File: src/rtl/intel_hex_record_parser_defines.svh
// ----------------------------------------------------------------------------
// Intel HEX record parser - assertion macros
// Shared clocking and reset for the concurrent checks of the parser.
// ----------------------------------------------------------------------------
`ifndef INTEL_HEX_RECORD_PARSER_DEFINES_SVH
`define INTEL_HEX_RECORD_PARSER_DEFINES_SVH

// Same-cycle implication, reset masks the check.
`define IHEX_ASSERT_NOW(label, ante, cons, msg) \
    label: assert property (@(posedge clk) disable iff (!rst_n) (ante) |-> (cons)) \
        else $error(msg);

// Next-cycle implication, reset masks the check.
`define IHEX_ASSERT_NEXT(label, ante, cons, msg) \
    label: assert property (@(posedge clk) disable iff (!rst_n) (ante) |=> (cons)) \
        else $error(msg);

`endif

File: src/rtl/ihex_pkg.sv
// ----------------------------------------------------------------------------
// Intel HEX record parser - package
// Field widths, phase, result, error and record type codes, state and result types.
// ----------------------------------------------------------------------------
package ihex_pkg;

    localparam int AddrWidth = 16;

    // record phase
    localparam logic [2:0] PH_COLON = 3'd0;
    localparam logic [2:0] PH_LEN   = 3'd1;
    localparam logic [2:0] PH_ADDR  = 3'd2;
    localparam logic [2:0] PH_TYPE  = 3'd3;
    localparam logic [2:0] PH_DATA  = 3'd4;
    localparam logic [2:0] PH_CSUM  = 3'd5;

    // result kinds
    localparam logic [1:0] KIND_DATA = 2'd0;
    localparam logic [1:0] KIND_GOOD = 2'd1;
    localparam logic [1:0] KIND_EOF  = 2'd2;
    localparam logic [1:0] KIND_ERR  = 2'd3;

    // error codes
    localparam logic [2:0] ERR_NONE  = 3'd0;
    localparam logic [2:0] ERR_START = 3'd1;
    localparam logic [2:0] ERR_CSUM  = 3'd2;
    localparam logic [2:0] ERR_EXT   = 3'd3;
    localparam logic [2:0] ERR_HEX   = 3'd4;

    // record types
    localparam logic [7:0] TYPE_DATA = 8'h00;
    localparam logic [7:0] TYPE_EOF  = 8'h01;
    localparam logic [7:0] TYPE_EXT  = 8'h02;

    typedef struct packed {
        logic [2:0]           phase;
        logic                 nibble_high;
        logic [3:0]           held_nibble;
        logic [7:0]           record_length;
        logic [AddrWidth-1:0] record_address;
        logic [7:0]           record_type;
        logic [7:0]           running_sum;
        logic [7:0]           bytes_done;
        logic                 finished;
        logic                 failed;
    } state_t;

    typedef struct packed {
        logic [1:0]           kind;
        logic [AddrWidth-1:0] byte_address;
        logic [7:0]           byte_value;
        logic [2:0]           error_code;
    } result_t;

endpackage

File: src/rtl/ihex_step.sv
// ----------------------------------------------------------------------------
// Intel HEX record parser - character step
// Next parser state and optional result for one character of the text.
// ----------------------------------------------------------------------------
module ihex_step
    import ihex_pkg::*;
(
    input  state_t     cur,
    input  logic [7:0] ascii_char,
    output state_t     nxt,
    output logic       res_valid,
    output result_t    res
);

    logic [4:0]           nib;
    logic [7:0]           rec_byte;
    logic [7:0]           sum_next;
    logic [7:0]           done_inc;
    logic [AddrWidth-1:0] data_addr;

    // hex digit decode, bit 4 flags a non-hex character
    always_comb
    begin
        priority if (ascii_char >= 8'h30 && ascii_char <= 8'h39)
            nib = {1'b0, ascii_char[3:0]};
        else if ((ascii_char >= 8'h41 && ascii_char <= 8'h46) ||
                 (ascii_char >= 8'h61 && ascii_char <= 8'h66))
            nib = {1'b0, ascii_char[3:0] + 4'd9};
        else
            nib = 5'h10;
    end

    assign rec_byte  = {cur.held_nibble, nib[3:0]};
    assign sum_next  = cur.running_sum + rec_byte;
    assign done_inc  = cur.bytes_done + 8'd1;
    assign data_addr = cur.record_address + {{(AddrWidth-8){1'b0}}, cur.bytes_done};

    always_comb
    begin
        nxt       = cur;
        res_valid = 1'b0;
        res       = '{kind: KIND_DATA, byte_address: '0, byte_value: 8'd0,
                      error_code: ERR_NONE};
        if (!cur.failed && !cur.finished)
        begin
            if (cur.phase == PH_COLON)
            begin
                if (ascii_char == 8'h3a)
                begin
                    nxt.phase       = PH_LEN;
                    nxt.nibble_high = 1'b0;
                    nxt.held_nibble = 4'd0;
                    nxt.running_sum = 8'd0;
                    nxt.bytes_done  = 8'd0;
                end
                else if (ascii_char != 8'h0d && ascii_char != 8'h0a)
                begin
                    nxt.failed     = 1'b1;
                    res_valid      = 1'b1;
                    res.kind       = KIND_ERR;
                    res.error_code = ERR_START;
                end
            end
            else if (cur.phase > PH_CSUM)
            begin
                nxt.phase = PH_COLON;
            end
            else if (nib[4])
            begin
                nxt.failed     = 1'b1;
                res_valid      = 1'b1;
                res.kind       = KIND_ERR;
                res.error_code = ERR_HEX;
            end
            else if (!cur.nibble_high)
            begin
                nxt.held_nibble = nib[3:0];
                nxt.nibble_high = 1'b1;
            end
            else
            begin
                nxt.nibble_high = 1'b0;
                nxt.running_sum = sum_next;
                unique case (cur.phase)
                    PH_LEN:
                    begin
                        nxt.record_length = rec_byte;
                        nxt.bytes_done    = 8'd0;
                        nxt.phase         = PH_ADDR;
                    end
                    PH_ADDR:
                    begin
                        if (cur.bytes_done == 8'd0)
                        begin
                            nxt.record_address = {rec_byte, {(AddrWidth-8){1'b0}}};
                            nxt.bytes_done     = 8'd1;
                        end
                        else
                        begin
                            nxt.record_address = cur.record_address |
                                                 {{(AddrWidth-8){1'b0}}, rec_byte};
                            nxt.bytes_done     = 8'd0;
                            nxt.phase          = PH_TYPE;
                        end
                    end
                    PH_TYPE:
                    begin
                        nxt.record_type = rec_byte;
                        nxt.bytes_done  = 8'd0;
                        if (rec_byte == TYPE_EXT)
                        begin
                            nxt.failed     = 1'b1;
                            res_valid      = 1'b1;
                            res.kind       = KIND_ERR;
                            res.error_code = ERR_EXT;
                        end
                        else
                        begin
                            nxt.phase = (cur.record_length == 8'd0) ? PH_CSUM : PH_DATA;
                        end
                    end
                    PH_DATA:
                    begin
                        nxt.bytes_done = done_inc;
                        if (done_inc == cur.record_length)
                            nxt.phase = PH_CSUM;
                        if (cur.record_type == TYPE_DATA)
                        begin
                            res_valid        = 1'b1;
                            res.kind         = KIND_DATA;
                            res.byte_address = data_addr;
                            res.byte_value   = rec_byte;
                        end
                    end
                    default:
                    begin
                        // checksum byte closes the record
                        nxt.phase = PH_COLON;
                        priority if (sum_next != 8'd0)
                        begin
                            nxt.failed     = 1'b1;
                            res_valid      = 1'b1;
                            res.kind       = KIND_ERR;
                            res.error_code = ERR_CSUM;
                        end
                        else if (cur.record_type == TYPE_DATA)
                        begin
                            res_valid = 1'b1;
                            res.kind  = KIND_GOOD;
                        end
                        else if (cur.record_type == TYPE_EOF)
                        begin
                            nxt.finished = 1'b1;
                            res_valid    = 1'b1;
                            res.kind     = KIND_EOF;
                        end
                        else
                        begin
                            // skipped types close without a result
                            res_valid = 1'b0;
                        end
                    end
                endcase
            end
        end
    end

endmodule

File: src/rtl/intel_hex_record_parser.sv
// ----------------------------------------------------------------------------
// Intel HEX record parser - top level
// Decodes Intel HEX text one character per transaction into data bytes,
// record-end, end-of-file and error results.
// ----------------------------------------------------------------------------
// Usage:
//   Input channel: ascii_valid / ascii_stall / ascii_char, one text character
//   per transaction. Output channel: result_valid / result_stall with kind,
//   byte_address, byte_value and error_code; at most one result per character.
//   Data bytes are tentative until the record-end result (good checksum) or an
//   error result for the same record.
//   A character is taken into the input register, passes the combinational
//   character step and has its result, if any, loaded into the output register.
//   Throughput: one character per cycle while the output is not stalled,
//   through the combinational step between the input and output registers.
//   A full output register that is stalled holds the input register, which
//   then raises ascii_stall; nothing is dropped.
//   Reset clears the record state, the error and end-of-file flags and the
//   valid flags of both pipeline registers. After an error or end of file
//   every character is accepted and ignored until reset.
// ----------------------------------------------------------------------------
`include "intel_hex_record_parser_defines.svh"

module intel_hex_record_parser
    import ihex_pkg::*;
(
    input  logic                 clk,
    input  logic                 rst_n,
    input  logic                 ascii_valid,
    output logic                 ascii_stall,
    input  logic [7:0]           ascii_char,
    output logic                 result_valid,
    input  logic                 result_stall,
    output logic [1:0]           kind,
    output logic [AddrWidth-1:0] byte_address,
    output logic [7:0]           byte_value,
    output logic [2:0]           error_code
);

    logic       in_valid_reg;
    logic       in_valid_next;
    logic [7:0] in_char_reg;
    logic       out_valid_reg;
    logic       out_valid_next;
    result_t    out_res_reg;
    state_t     st_reg;
    state_t     st_next;
    logic       step_valid;
    result_t    step_res;
    logic       advance;
    logic       in_take;
    logic       res_load;

    ihex_step u_step (
        .cur        (st_reg),
        .ascii_char (in_char_reg),
        .nxt        (st_next),
        .res_valid  (step_valid),
        .res        (step_res)
    );

    assign advance     = in_valid_reg && (!out_valid_reg || !result_stall);
    assign ascii_stall = in_valid_reg && !advance;
    assign in_take     = ascii_valid && !ascii_stall;
    assign res_load    = advance && step_valid;

    assign in_valid_next  = in_take ? 1'b1 : (advance ? 1'b0 : in_valid_reg);
    assign out_valid_next = advance ? step_valid : (out_valid_reg && result_stall);

    always_ff @(posedge clk or negedge rst_n)
    begin
        if (!rst_n)
        begin
            in_valid_reg  <= 1'b0;
            out_valid_reg <= 1'b0;
            st_reg        <= '0;
        end
        else
        begin
            in_valid_reg  <= in_valid_next;
            out_valid_reg <= out_valid_next;
            if (advance)
                st_reg <= st_next;
        end
    end

    always_ff @(posedge clk)
    begin
        if (in_take)
            in_char_reg <= ascii_char;
        if (res_load)
            out_res_reg <= step_res;
    end

    assign result_valid = out_valid_reg;
    assign kind         = out_res_reg.kind;
    assign byte_address = out_res_reg.byte_address;
    assign byte_value   = out_res_reg.byte_value;
    assign error_code   = out_res_reg.error_code;

    `IHEX_ASSERT_NOW(a_silent_after_error, st_reg.failed, !res_load, "result after sticky error")
    `IHEX_ASSERT_NOW(a_silent_after_eof, st_reg.finished, !res_load, "result after end of file")
    `IHEX_ASSERT_NEXT(a_error_sticky, st_reg.failed, st_reg.failed, "error flag cleared")
    `IHEX_ASSERT_NOW(a_error_sets_flag, res_load && step_res.kind == KIND_ERR, st_next.failed,
                     "error result without error flag")
    `IHEX_ASSERT_NOW(a_phase_legal, 1'b1, st_reg.phase <= PH_CSUM, "phase out of range")

endmodule
File: config.mk
export PLATFORM = sky130hd
export DESIGN_NAME = intel_hex_record_parser
export DESIGN_NICKNAME = d
export VERILOG_FILES = /design/src/rtl/ihex_pkg.sv /design/src/rtl/ihex_step.sv /design/src/rtl/intel_hex_record_parser.sv
export VERILOG_INCLUDE_DIRS = /design/src /design/src/rtl
export SDC_FILE = /design/constraint.sdc
export NUM_CORES = 1
export LEC_CHECK = 0
export ABC_AREA = 1
export ABC_CLOCK_PERIOD_IN_PS = 7300
export BUFFER_PORTS_ARGS = -buffer_cell sky130_fd_sc_hd__clkbuf_2
export CORE_MARGIN = 1
export CORE_UTILIZATION = 40
export DETAILED_ROUTE_END_ITERATION = 10
export RECOVER_POWER = 50
export SLEW_MARGIN = 20
export SYNTH_ARGS = -nofsm -noshare
export SYNTH_HDL_FRONTEND = slang
export SYNTH_SLANG_ARGS = --single-unit
File: constraint.sdc
create_clock -name clk -period 7.3 [get_ports clk]
set_input_delay 0.365 -clock clk [delete_from_list [all_inputs] [get_ports clk]]
set_output_delay 0.365 -clock clk [all_outputs]
set_load 0.03 [all_outputs]
# After elaboration in Yosys (flattened, before gate mapping)
# Cells that the tools add are included.
[classes]
n_bitwise = 10
eq_ne = 22
add_sub_neg = 4
mux = 72
reduce_logical = 44
magnitude_cmp = 7
[op_table]
columns = ["cell", "n"]
rows = [
  ["24-bit two-way mux", 3],
  ["16-bit two-way mux", 4],
  ["29-bit two-way mux", 2],
  ["57-bit two-way mux", 1],
  ["55-bit two-way mux", 1],
  ["50-bit two-way mux", 1],
  ["8-bit two-way mux", 4],
  ["1-bit two-way mux", 29],
  ["7-bit AND reduction", 4],
  ["8-bit zero test", 3],
  ["3-bit two-way mux", 8],
  ["8-bit case mux with 3 select lines", 1],
  ["2-bit two-way mux", 10],
  ["16-bit by 8-bit adder with 16-bit output", 1],
  ["8-bit by 7-bit >= comparator with 1-bit output, second input constant", 2],
  ["8-bit by 7-bit less-or-equal comparator with 1-bit output, second input constant", 2],
  ["8-bit by 4-bit != test with 1-bit output, second input constant", 2],
  ["16-bit by 8-bit bitwise OR with 16-bit output", 1],
  ["3-bit case mux with 4 select lines", 1],
  ["6-bit AND reduction", 2],
  ["1-bit logical AND", 10],
  ["5-bit two-way mux", 2],
  ["10-bit AND reduction", 1],
  ["1-bit inverter", 9],
  ["38 further kinds", 55],
]
[totals]
out_inout_bits = 31
reg_bits = 97
in_bits = 12
elab_cells = 176

# Depth between registers and ports, before layout
# Gate-level depths: netlist of the first run.
[logic_depth]
ltp_word = 15
depth_mapped = 24
mapped_depth_nobuf = 24

# Modules after synthesis
# A second synthesis of the first run with hierarchy kept.
[unflattened]
hier_cells = 888
hier_area_um2 = 6506.2
[modules_own_cells]
columns = ["mod", "area_each_um2", "cells_per_inst", "instances", "seq_area_each_um2"]
rows = [
  ["intel_hex_record_parser", 3503.4, 301, 1, 2612.5],
  ["ihex_step", 3002.9, 587, 1, 0.0],
]

# Least setup slack after synthesis of the first run
# No wires, ideal clock.
[synth_timing]
path_type = "reg2reg"
from = "register in_char_reg[0]"
to = "register out_res_reg (netlist bit byte_address[0]), enable pin"
setup_time_ns = 0.384
stages_incl_launch_ff = 24
t_required_ns = 6.916
path_buffers = 0
synth_period_minus_slack_ns = 3.754
path_slack_ns = 3.546
arrival_time_ns = 3.370
path_cell_list = "edfxtp_1 > inv_1 > ha_1 > nand3b_1 > nand3_4 > nand2_4 > inv_2 > nor2_1 > ha_1 > inv_1 > fa_1 > inv_1 > nand3_1 > nand2_1 > nand2_1 > nand2_1 > nor2_1 > nand3_1 > nor2_1 > nand4_1 > nand2_1 > o21bai_1 > nand2_1 > inv_1"
[synth_via]
elab_chain_len = 15
word_cells_on_any_way = 31
cone_classes = "add/sub (2); order compare (6); eq/ne (4); mux (12); reduce/logical (7)"
[synth_lines]
columns = ["element", "line_no", "rtl"]
rows = [
  ["start, declared", "intel_hex_record_parser.sv:42", "logic [7:0] in_char_reg;"],
  ["start signal, assigned", "intel_hex_record_parser.sv:90", "in_char_reg <= ascii_char;"],
  ["8-bit by 7-bit >= comparator with 1-bit output, or another cell as far along", "ihex_step.sv:26", "else if ((ascii_char >= 8'h41 && ascii_char <= 8'h46) ||"],
  ["1-bit logical AND (on tied branches)", "ihex_step.sv:26, ihex_step.sv:27", ""],
  ["1-bit logical OR", "ihex_step.sv:26", ""],
  ["5-bit two-way mux", "ihex_step.sv:26", ""],
  ["5-bit two-way mux *", "ihex_step.sv:24", "priority if (ascii_char >= 8'h30 && ascii_char <= 8'h39)"],
  ["via u_step.nib[0]", "ihex_step.sv:15", "logic [4:0] nib;"],
  ["8-bit adder", "ihex_step.sv:34", "assign sum_next = cur.running_sum + rec_byte;"],
  ["8-bit nonzero test", "ihex_step.sv:139", "priority if (sum_next != 8'd0)"],
  ["1-bit two-way mux", "ihex_step.sv:139", ""],
  ["1-bit case mux with 3 select lines *", "ihex_step.sv:84", "unique case (cur.phase)"],
  ["1-bit two-way mux *", "ihex_step.sv:75", "else if (!cur.nibble_high)"],
  ["1-bit two-way mux *", "ihex_step.sv:68", "else if (nib[4])"],
  ["1-bit two-way mux *", "ihex_step.sv:64", "else if (cur.phase > PH_CSUM)"],
  ["1-bit two-way mux *", "ihex_step.sv:46", "if (cur.phase == PH_COLON)"],
  ["1-bit two-way mux *", "ihex_step.sv:44", "if (!cur.failed && !cur.finished)"],
  ["1-bit logical AND *", "intel_hex_record_parser.sv:65", "assign res_load = advance && step_valid;"],
  ["via res_load", "intel_hex_record_parser.sv:52", "logic res_load;"],
  ["end signal, assigned", "intel_hex_record_parser.sv:92", "out_res_reg <= step_res;"],
  ["end, declared", "intel_hex_record_parser.sv:45", "result_t out_res_reg;"],
]
# Mark *: on every way through the listed nets, which the timed path passes. The rest lies on a longest branch.
# A chain may end at the register's enable or synchronous reset.

# Final worst setup path of the first run
[layout_timing]
from = "register in_char_reg[0]"
to = "register out_res_reg (netlist bit byte_address[2]), enable pin"
# The elaborated chain is that of the path after synthesis.

==> results of run 1 <==
==> layout make-up <==
class                   count  area (µm²)
multi-input cells         441        2320
flip-flops and latches     97        2610
clock buffers              13         283
well taps                 172         215
inverters                  88         330
repair buffers             43         175
clock inverters             3        25.0
fillers                  1239        6810
==> per-stage QoR <==
stage | cell area [µm²] | total power [W] | util [%]
after global placement | 5720 | 0.000620 | 44.8
final | 5960 | 0.00109 | 46.7
after detailed placement | 5720 | 0.000622 | 44.8
after floorplan | 5320 | 0.000604 | -
after global routing | 5960 | 0.00113 | 46.7
after CTS | 6020 | 0.00110 | 47.2
==> cells in the mapped netlist <==
cell	count
nand2_1	144
inv_1	76
nor2_1	71
dfrtp_1	60
nand3_1	39
edfxtp_1	37
a21oi_1	33
o21ai_1	30
o21ai_0	23
ha_1	21
nand4_1	18
inv_2	12
xnor2_1	9
nor3_1	7
o31ai_1	5
xor2_1	5
nor2_2	4
nand2_2	3
nand3b_1	3
nor4_1	3
a21o_1	2
buf_2	2
clkbuf_1	2
fa_1	2
nand2_4	2
o21a_1	2
o22ai_1	2
a21boi_0	1
a21oi_4	1
a41o_1	1
buf_4	1
buf_6	1
nand3_4	1
nand4_4	1
nor2_4	1
nor3_4	1
nor3b_1	1
o2111ai_1	1
o21ai_2	1
o21bai_1	1
o41ai_1	1
or2_2	1
==> path summary, 6_finish.rpt <==
check	slack, ps	endpoint	depth (start not counted)
max in group asynchronous	4260	st_reg[56]	2
worst max-delay path	2910	byte_address[2]	23
worst min-delay path	190	in_char_reg[0]	1
worst min register to register	470	st_reg[0]	2
min in group asynchronous	1200	st_reg[1]	2
worst max register to register	2910	byte_address[2]	23
==> per-layer routing <==
metal / part of all wire (%) / vias up / track usage [%]
met2: 46 / 97 / 30.6
met5: 0 / - / 0
met4: 2.9 / 0 / 7.79
met3: 3.4 / 25 / 3.84
met1: 48 / 1985 / 24.1
li1: - / 2204 / -
==> kinds of logic after synthesis <==
family                   synth area share, %
AO/OA/AOI/OAI                           10.9
XOR/XNOR                                2.30
adder cells (fa/ha/maj)                 5.69
buffers and inverters                   6.89
flip-flops                              49.1
AND/OR/NAND/NOR                         25.1
==> critical path, cell delays in order (launching register included) <==
cell and delay [ps]:
edfxtp_1 460, inv_1 150, ha_1 180, nand3b_1 160, nand3_1 230, nand2_1 310
inv_2 120, nor2_1 270, ha_1 270, inv_1 70, fa_1 380, inv_1 100
nand3_1 90, nand2_1 80, nand2_1 50, nand2_1 70, nor2_1 50, nand3_1 70
nor2_1 90, nand4_1 80, nand2_1 60, o21bai_1 120, nand2_1 90, inv_2 470
==> power by group <==
group | leakage [nW] | internal, W | switching [W] | total (W)
Combinational | 1.36 | 0.0000103 | 0.0000267 | 0.0000370
Sequential | 1.19 | 0.000568 | 0.00000385 | 0.000571
Clock | 0.147 | 0.000275 | 0.000207 | 0.000482
==> flow_summary_export.csv, run 1 <==
group,metric,value,unit
final_layout,syn2layout_area_growth,12.0,%
logic_synthesis,synthTopCellsByArea,"dfrtp_1, edfxtp_1, nand2_1",
power,power.leakage,2.70,nW
placement,dp_worst_setup_slack,2810,ps
logic_synthesis,synth_nets,667,
setup_path,crit_type,"register to register",
setup_path,r2r-start,"in_char_reg[0]",
floorplanning,core,0.0128,mm²
sta,drv_slew,61,
power,p_per_area,183,mW/mm²
logic_synthesis,synth_top_area_share,28.2,%
cts,clk_pin_slew,70,ps
sta,fin_ws,2910,ps
route,dr.pass1.iters,5,
final_layout,layout_commonest_cell,"nand2_1",
logic_synthesis,synth_cells,632,
final_layout,layout_common_cells,"nand2_1, inv_1, nor2_1",
sta,hold_violations,0,
setup_path,crit_required,7290,ps
cts,ctsResizeCount,0,
cts,cts_setup_buffers,0,
route,via_per_inst,5.03,
global_route,antenna_found_initial,0,
final_layout,n_antenna_cell,0,
placement,io_buffers,42,
global_route,gr-total-overflow,0,
floorplanning,die_y,117,µm
cts,clock_sinks,97,
global_route,gr-usage-all-layers,18.8,%
route,post_drt_wl_per_cell,14.2,µm
setup_path,end_kind,"register",
cts,cts_tree,"built",
route,ant_nets,0,
final_layout,fin_nets,715,
placement,dp.cells,841,
sta,period_share,60.2,%
sta,timing.fmax,0.228,GHz
power,vdd_drop_max,0.166,mV
logic_synthesis,yosys_warnings,0,
placement,dp_hpwl,9.12,mm
sta,rsz0062_at_grt,"false",
logic_synthesis,synth_seq_area_share,49.1,%
route,vias,4311,
logic_synthesis,syn_avg_cell_area,8.42,µm²
worst_hold_path,min_path_type,"input port to register",
sta,min_period,4390,ps
cts,h-tree-depth,3,
floorplanning,rows,41,
cts,clk_latency,350,ps
route,drcViolationCount,0,
setup_path,crit_start,"in_char_reg[0]",
final_layout,largest_reg_flops,50,
final_layout,fin_cells,857,
global_route,grt_pass1_vias,4116,
floorplanning,die_area,0.0138,mm²
cts,cts_hold_buf,0,
worst_hold_path,worstHoldStart,"ascii_char[0]",
floorplanning,pin_count,43,
placement,globalplace.congestion,0.922,
logic_synthesis,yosysTopAreaCell,"dfrtp_1",
sta,hold_ws,189,ps
floorplanning,die_w,117,µm
route,drt_iter0_drc,231,
final_layout,drive_above_1_share,7.45,%
status,status,"finished, violations left",
logic_synthesis,yosysUniqueCellTypes,42,
sta,tightest_slew,3260,ps
job,drv_cap,1,
setup_path,worstSetupStartpointType,"register",
cts,cts_buffers,9,
route,wirelength,12.1,mm
cts,cts_root_buf,"clkbuf_16",
setup_path,cp.arrival,4380,ps
logic_synthesis,syn_area,0.00532,mm²
status,violations,"capacitance limit, slew limit",
sta,setup_viol,0,
sta,slew_headroom,-117,%
floorplanning,start_util,41.6,%
sta,finClkSkew,7.42,ps
global_route,grt_pass1_wl,20.2,mm
cts,cts_max_path_buffers,2,
sta,fin_setup_tns,0,ps
setup_path,crit_fanout,29,
global_route,grt_max_degree,61,
logic_synthesis,ys_ff_latch,97,
Note: power is estimated with default switching activity, not from simulation.
==> run 2: changes to the inputs <==
--- a/config.mk
+++ b/config.mk
@@ -6,8 +6,8 @@
 export SDC_FILE = /design/constraint.sdc
 export NUM_CORES = 1
 export LEC_CHECK = 0
-export ABC_AREA = 1
-export ABC_CLOCK_PERIOD_IN_PS = 7300
+export ABC_AREA = 0
+export ABC_CLOCK_PERIOD_IN_PS = 4560
 export BUFFER_PORTS_ARGS = -buffer_cell sky130_fd_sc_hd__clkbuf_2
 export CORE_MARGIN = 1
 export CORE_UTILIZATION = 40
==> constraint.sdc (replaced) <==
create_clock -name clk -period 4.56 [get_ports clk]
set_input_delay 0.228 -clock clk [delete_from_list [all_inputs] [get_ports clk]]
set_output_delay 0.228 -clock clk [all_outputs]
set_load 0.03 [all_outputs]
==> flow_summary_export.csv, run 2 <==
group,metric,value,unit
sta,rsz0062_at_grt,"false",
floorplanning,pin_count,43,
logic_synthesis,synth_nets,578,
sta,tightest_slew,3290,ps
route,via_per_inst,5.58,
power,p_clk_share,34.7,%
power,p_int,0.00162,W
sta,drv_slew,61,
power,seq_power_share,44.7,%
setup_path,end_kind,"register",
cts,cts_buffers,9,
sta,timing.fmax,0.240,GHz
cts,clk_pin_slew,70,ps
placement,io_buffers,42,
global_route,antenna_found_initial,1,
route,drt_iter0_drc,252,
logic_synthesis,syn_area,0.00558,mm²
logic_synthesis,synth_seq_area_share,46.8,%
global_route,grt_max_degree,61,
floorplanning,die_area,0.0144,mm²
route,wirelength,13.1,mm
worst_hold_path,holdPathStages,1,
setup_path,crit_fanout,22,
job,drv_cap,1,
route,post_drt_wl_per_cell,17.0,µm
placement,placedInstanceArea,0.00601,mm²
logic_synthesis,yosysUniqueCellTypes,79,
setup_path,rr_worst_depth,14,
floorplanning,core,0.0134,mm²
logic_synthesis,synthArstFlopShare,61.9,%
logic_synthesis,syn_avg_cell_area,10.3,µm²
logic_synthesis,yosysTopAreaCell,"dfrtp_1",
global_route,gr-total-overflow,0,
cts,cts_root_buf,"clkbuf_16",
final_layout,layout_commonest_cell,"dfrtp_1",
power,vdd_drop_max,0.170,mV
sta,setup_viol,0,
final_layout,utilization,47.3,%
global_route,gr-usage-all-layers,19.5,%
setup_path,crit_type,"register to register",
final_layout,drive_above_1_share,13.1,%
cts,cts_max_path_buffers,2,
status,violations,"capacitance limit, slew limit",
logic_synthesis,synthTopCellsByArea,"dfrtp_1, edfxtp_1, ha_1",
cts,cts_hold_buf,0,
logic_synthesis,synth_cells,543,
logic_synthesis,synth_most_common_cell,"dfrtp_1",
sta,min_period,4170,ps
sta,finClkSkew,7.30,ps
cts,clk_latency,360,ps
power,p_per_area,373,mW/mm²
sta,period_share,91.4,%
power,switching_share,31.5,%
placement,globalplace.congestion,0.863,
logic_synthesis,synth_ff_type,"dfrtp_1",
logic_synthesis,synth_edf_count,37,
route,dr.pass1.iters,5,
final_layout,fin_area,0.00633,mm²
sta,fin_ws,391,ps
worst_hold_path,min_path_type,"input port to register",
power,p_switching,0.000744,W
power,power.leakage,2.61,nW
cts,clock_sinks,97,
logic_synthesis,ys_top_cells_by_count,"dfrtp_1, nand2_1, nor2_1",
cts,h-tree-depth,3,
logic_synthesis,yosys_warnings,0,
logic_synthesis,ys_ff_latch,97,
final_layout,layout_common_cells,"dfrtp_1, nand2_1, nor2_1",
global_route,grt_pass1_wl,21.4,mm
sta,fin_setup_tns,0,ps
placement,dp_worst_setup_slack,128,ps
setup_path,cp.arrival,4230,ps
sta,slew_headroom,-119,%
floorplanning,start_util,41.6,%
sta,hold_violations,0,
final_layout,fin_nets,624,
setup_path,crit_required,4620,ps
route,drcViolationCount,0,
logic_synthesis,synth_top_area_share,26.9,%
floorplanning,die_w,120,µm
route,vias,4302,
placement,dp_hpwl,9.71,mm
global_route,grt_pass1_vias,4152,
final_layout,fill_cells,1255,
cts,cts_tree,"built",
final_layout,syn2layout_area_growth,13.5,%
route,ant_nets,0,
floorplanning,rows,42,
status,status,"finished, violations left",
floorplanning,die_y,120,µm
final_layout,largest_reg_flops,50,
setup_path,worstSetupStartpointType,"register",
power,p_comb_share,20.6,%
-- run 2: cell count changes after synthesis, moves of 8 or more --
| cell | change |
|---|---|
| a211oi_1 | +9 |
| and2_1 | +8 |
| inv_1 | -53 |
| inv_2 | -12 |
| mux2_2 | +13 |
| nand2_1 | -92 |
| nand3_1 | -23 |
| nand4_1 | -14 |
| nor2_1 | -21 |
| nor2b_1 | +8 |
| o21ai_1 | -26 |
-- run 2: what timing repair did --
item                                    CTS  global route
endpoints found under the setup margin    0            31
setup buffers                             0             2
gates resized for setup                   0             4
hold endpoints to repair                  0             0
-- run 2: cell type report --
type / count / area [µm²] / share of cell area (%)
clock inverters: 6 / 93.8 / 1.48
inverters: 23 / 86.3 / 1.36
clock buffers: 10 / 229 / 3.62
diodes: 1 / 2.50 / 0.0395
multi-input cells: 406 / 2830 / 44.7
well taps: 176 / 220 / 3.48
repair buffers: 52 / 255 / 4.03
flip-flops and latches: 97 / 2610 / 41.2
-- run 2: per-layer routing --
metal | vias to the layer above | GRT usage (%) | part of all wire (%)
met5 | - | 0 | 0
met4 | 0 | 8.36 | 2.3
met3 | 25 | 4.13 | 5.2
met2 | 123 | 30.4 | 46
met1 | 2058 | 26.2 | 47
li1 | 2096 | - | -
-- run 2: worst paths after layout --
check                                from         endpoint  slack, ps
hold reg to reg                st_reg[19]       st_reg[19]        490
hold / removal              ascii_char[1]   in_char_reg[1]         40
min in group asynchronous           rst_n        st_reg[8]       1070
max in group asynchronous           rst_n       st_reg[54]       1640
setup reg to reg           in_char_reg[0]  byte_address[9]        390
setup / recovery           in_char_reg[0]  byte_address[9]        390
-- run 2: worst max-delay path, stage by stage, from the launching register on --
cell	delay, ps
edfxtp_1	470
inv_1	180
ha_1	210
or3b_2	480
nand3_2	160
and2_1	280
nor2_1	150
ha_1	310
a211oi_2	360
o21ai_1	180
a221oi_4	320
xor2_2	230
nor3_4	80
a31oi_4	240
buf_12	200
-- run 2: cell families after synthesis --
group | after synthesis | share of synthesized area [%]
fa+ha+maj | 25 | 5.81
simple gates | 201 | 18.9
compound gates | 132 | 16.8
xor+xnor | 26 | 4.22
buf+inv | 40 | 3.03
flops | 97 | 46.8
mux | 22 | 4.40
-- run 2: power by group through the flow --
stage	Clock [W]	Combinational [W]	Sequential, W
2_1_floorplan	0	0.000281	0.00111
3_3_place_gp	0	0.000482	0.00107
3_5_place_dp	0	0.000481	0.00107
4_1_cts	0.000833	0.000484	0.00105
5_1_grt	0.000874	0.000536	0.00106
6_report	0.000819	0.000486	0.00105
-- run 2: through the flow --
stage / power, W / std cells / hold slack (ps)
after floorplan: 0.00139 / 543 / -67.6
after global placement: 0.00155 / 752 / 406
after detailed placement: 0.00155 / 752 / 407
after CTS: 0.00237 / 768 / 36.8
after global routing: 0.00247 / 770 / 33.1
final: 0.00236 / 771 / 41.4
==> run 3: changes to the inputs <==
--- a/config.mk
+++ b/config.mk
@@ -8,7 +8,7 @@
 export LEC_CHECK = 0
 export ABC_AREA = 0
 export ABC_CLOCK_PERIOD_IN_PS = 4560
-export BUFFER_PORTS_ARGS = -buffer_cell sky130_fd_sc_hd__clkbuf_2
+export BUFFER_PORTS_ARGS = -buffer_cell sky130_fd_sc_hd__buf_4
 export CORE_MARGIN = 1
 export CORE_UTILIZATION = 40
 export DETAILED_ROUTE_END_ITERATION = 10
==> flow_summary_export.csv, run 3 (synthesis gave the netlist of run 2 again) <==
group,metric,value,unit
status,status,"finished, violations left",
status,violations,"capacitance limit, slew limit",
floorplanning,die_w,120,µm
worst_hold_path,worstHoldStart,"ascii_valid",
power,p_per_area,364,mW/mm²
power,power.leakage,2.57,nW
placement,io_buffers,42,
route,via_per_inst,5.50,
route,dr.pass1.iters,4,
route,ant_nets,0,
setup_path,rr_worst_depth,14,
setup_path,cpMostUsedCell,"ha_1",
cts,cts_buffers,9,
sta,drv_slew,61,
final_layout,largest_reg_flops,50,
sta,setup_viol,0,
setup_path,crit_fanout,22,
worst_hold_path,min_path_type,"input port to register",
sta,rsz0062_at_grt,"false",
floorplanning,die_y,120,µm
sta,timing.fmax,0.240,GHz
setup_path,crit_start,"in_char_reg[0]",
setup_path,cp.arrival,4230,ps
setup_path,crit_type,"register to register",
cts,h-tree-depth,3,
final_layout,fin_nets,622,
worst_hold_path,min_to,"in_valid_reg",
setup_path,cp_slowest_cell,"or3b_2",
sta,hold_violations,0,
floorplanning,die_area,0.0144,mm²
job,drv_cap,1,
cts,clock_sinks,97,
sta,finClkSkew,7.54,ps
setup_path,rr_endpoint,"byte_address[11]",
setup_path,crit_chain,"inv_1 -> ha_1 -> or3b_2 -> nand3_2 -> and2_1 -> nor2_2 -> ha_1 -> a211oi_2 -> o21ai_1 -> a221oi_4 -> xor2_2 -> nor3_4 -> a31oi_4 -> buf_12",
cts,cts_max_path_buffers,2,
sta,min_period,4170,ps
route,wirelength,13.5,mm
route,vias,4221,
setup_path,r2r-start,"in_char_reg[0]",
cts,clk_pin_slew,70,ps
final_layout,syn2layout_area_growth,13.1,%
power,total_power,0.00230,W
sta,period_share,91.5,%
global_route,grt_max_degree,61,
cts,cts_root_buf,"clkbuf_16",
route,drcViolationCount,0,
worst_hold_path,holdPathStages,2,
placement,placedInstanceArea,0.00610,mm²
floorplanning,start_util,41.6,%
placement,globalplace.congestion,0.859,
route,post_drt_wl_per_cell,17.7,µm
setup_path,crit_required,4620,ps
final_layout,layout_common_cells,"dfrtp_1, nand2_1, nor2_1",
cts,clk_latency,350,ps
final_layout,layout_commonest_cell,"dfrtp_1",
floorplanning,rows,42,
global_route,gr-usage-all-layers,20.2,%
final_layout,fin_cells,767,
final_layout,drive_above_1_share,12.2,%
placement,dp_hpwl,9.83,mm
global_route,gr-total-overflow,0,
floorplanning,core,0.0134,mm²
power,vdd_drop_max,0.150,mV
floorplanning,pin_count,43,
final_layout,fin_area,0.00631,mm²
sta,hold_ws,69.5,ps
setup_path,end_kind,"register",
placement,dp.cells,749,
setup_path,worstSetupStartpointType,"register",
final_layout,n_antenna_cell,0,
setup_path,rrSetupSlack,390,ps
global_route,antenna_found_initial,0,
cts,cts_tree,"built",
global_route,grt_pass1_wl,22.2,mm
sta,tightest_slew,3340,ps
global_route,grt_pass1_vias,4217,
sta,slew_headroom,-123,%
route,drt_iter0_drc,366,
setup_path,slowest_delay,480,ps
sta,fin_setup_tns,0,ps
==> run 3: worst max-delay path by stage <==
stage | cells past startpoint | endpoint | slack (ps)
after floorplan | 13 | byte_address[0] | 130
after global placement | 14 | byte_address[15] | 270
after detailed placement | 14 | byte_address[11] | 140
after CTS | 14 | byte_address[11] | 110
after global routing | 14 | byte_address[0] | 100
final | 14 | byte_address[11] | 390
==> run 3: cell type report <==
cell class | instances | area, µm²
Multi-Input combinational cell | 406 | 2840
Tap cell | 176 | 220
Fill cell | 1304 | 7090
Inverter | 23 | 86.3
Timing Repair Buffer | 50 | 267
Clock inverter | 5 | 56.3
Sequential cell | 97 | 2610
Clock buffer | 10 | 229
==> run 3: what timing repair did <==
action / 4_1_cts / 5_1_grt
setup endpoints to repair: 0 / 31
hold buffers: 1 / 0
buffers inserted: 0 / 2
resized for setup: 0 / 5
endpoints found under the hold margin: 56 / 0
==> run 3: per-layer routing <==
metal / wire length (µm) / track usage (%) / share of wire (%)
met3: 658 / 3.09 / 4.9
met5: 0 / 0 / 0
met2: 6310 / 32.9 / 47
met4: 316 / 8.44 / 2.3
met1: 6250 / 26.8 / 46
==> run 3: worst max-delay path: cells and delay by family, from the launching register on <==
family                   cells  cell delay (ps)
AND/OR/NAND/NOR              5             1160
AO/OA/AOI/OAI                4             1120
adder cells (fa/ha/maj)      2              530
flip-flops                   1              470
buffers and inverters        2              380
XOR/XNOR                     1              230
==> run 3: where the power goes <==
group	internal [W]	switching, W	total (W)
Clock	0.000422	0.000328	0.000750
Sequential	0.000981	0.0000748	0.00106
Combinational	0.000153	0.000336	0.000489
Total	0.00156	0.000739	0.00230
==> run 3: metrics by stage <==
| stage | setup WS [ps] | utilization [%] |
|---|---|---|
| 6_report | 386 | 47.1 |
| 5_1_grt | 100 | 47.1 |
| 4_1_cts | 111 | 47.7 |
| 3_5_place_dp | 144 | 45.5 |
| 3_3_place_gp | 273 | 45.5 |
| 2_1_floorplan | 125 | - |
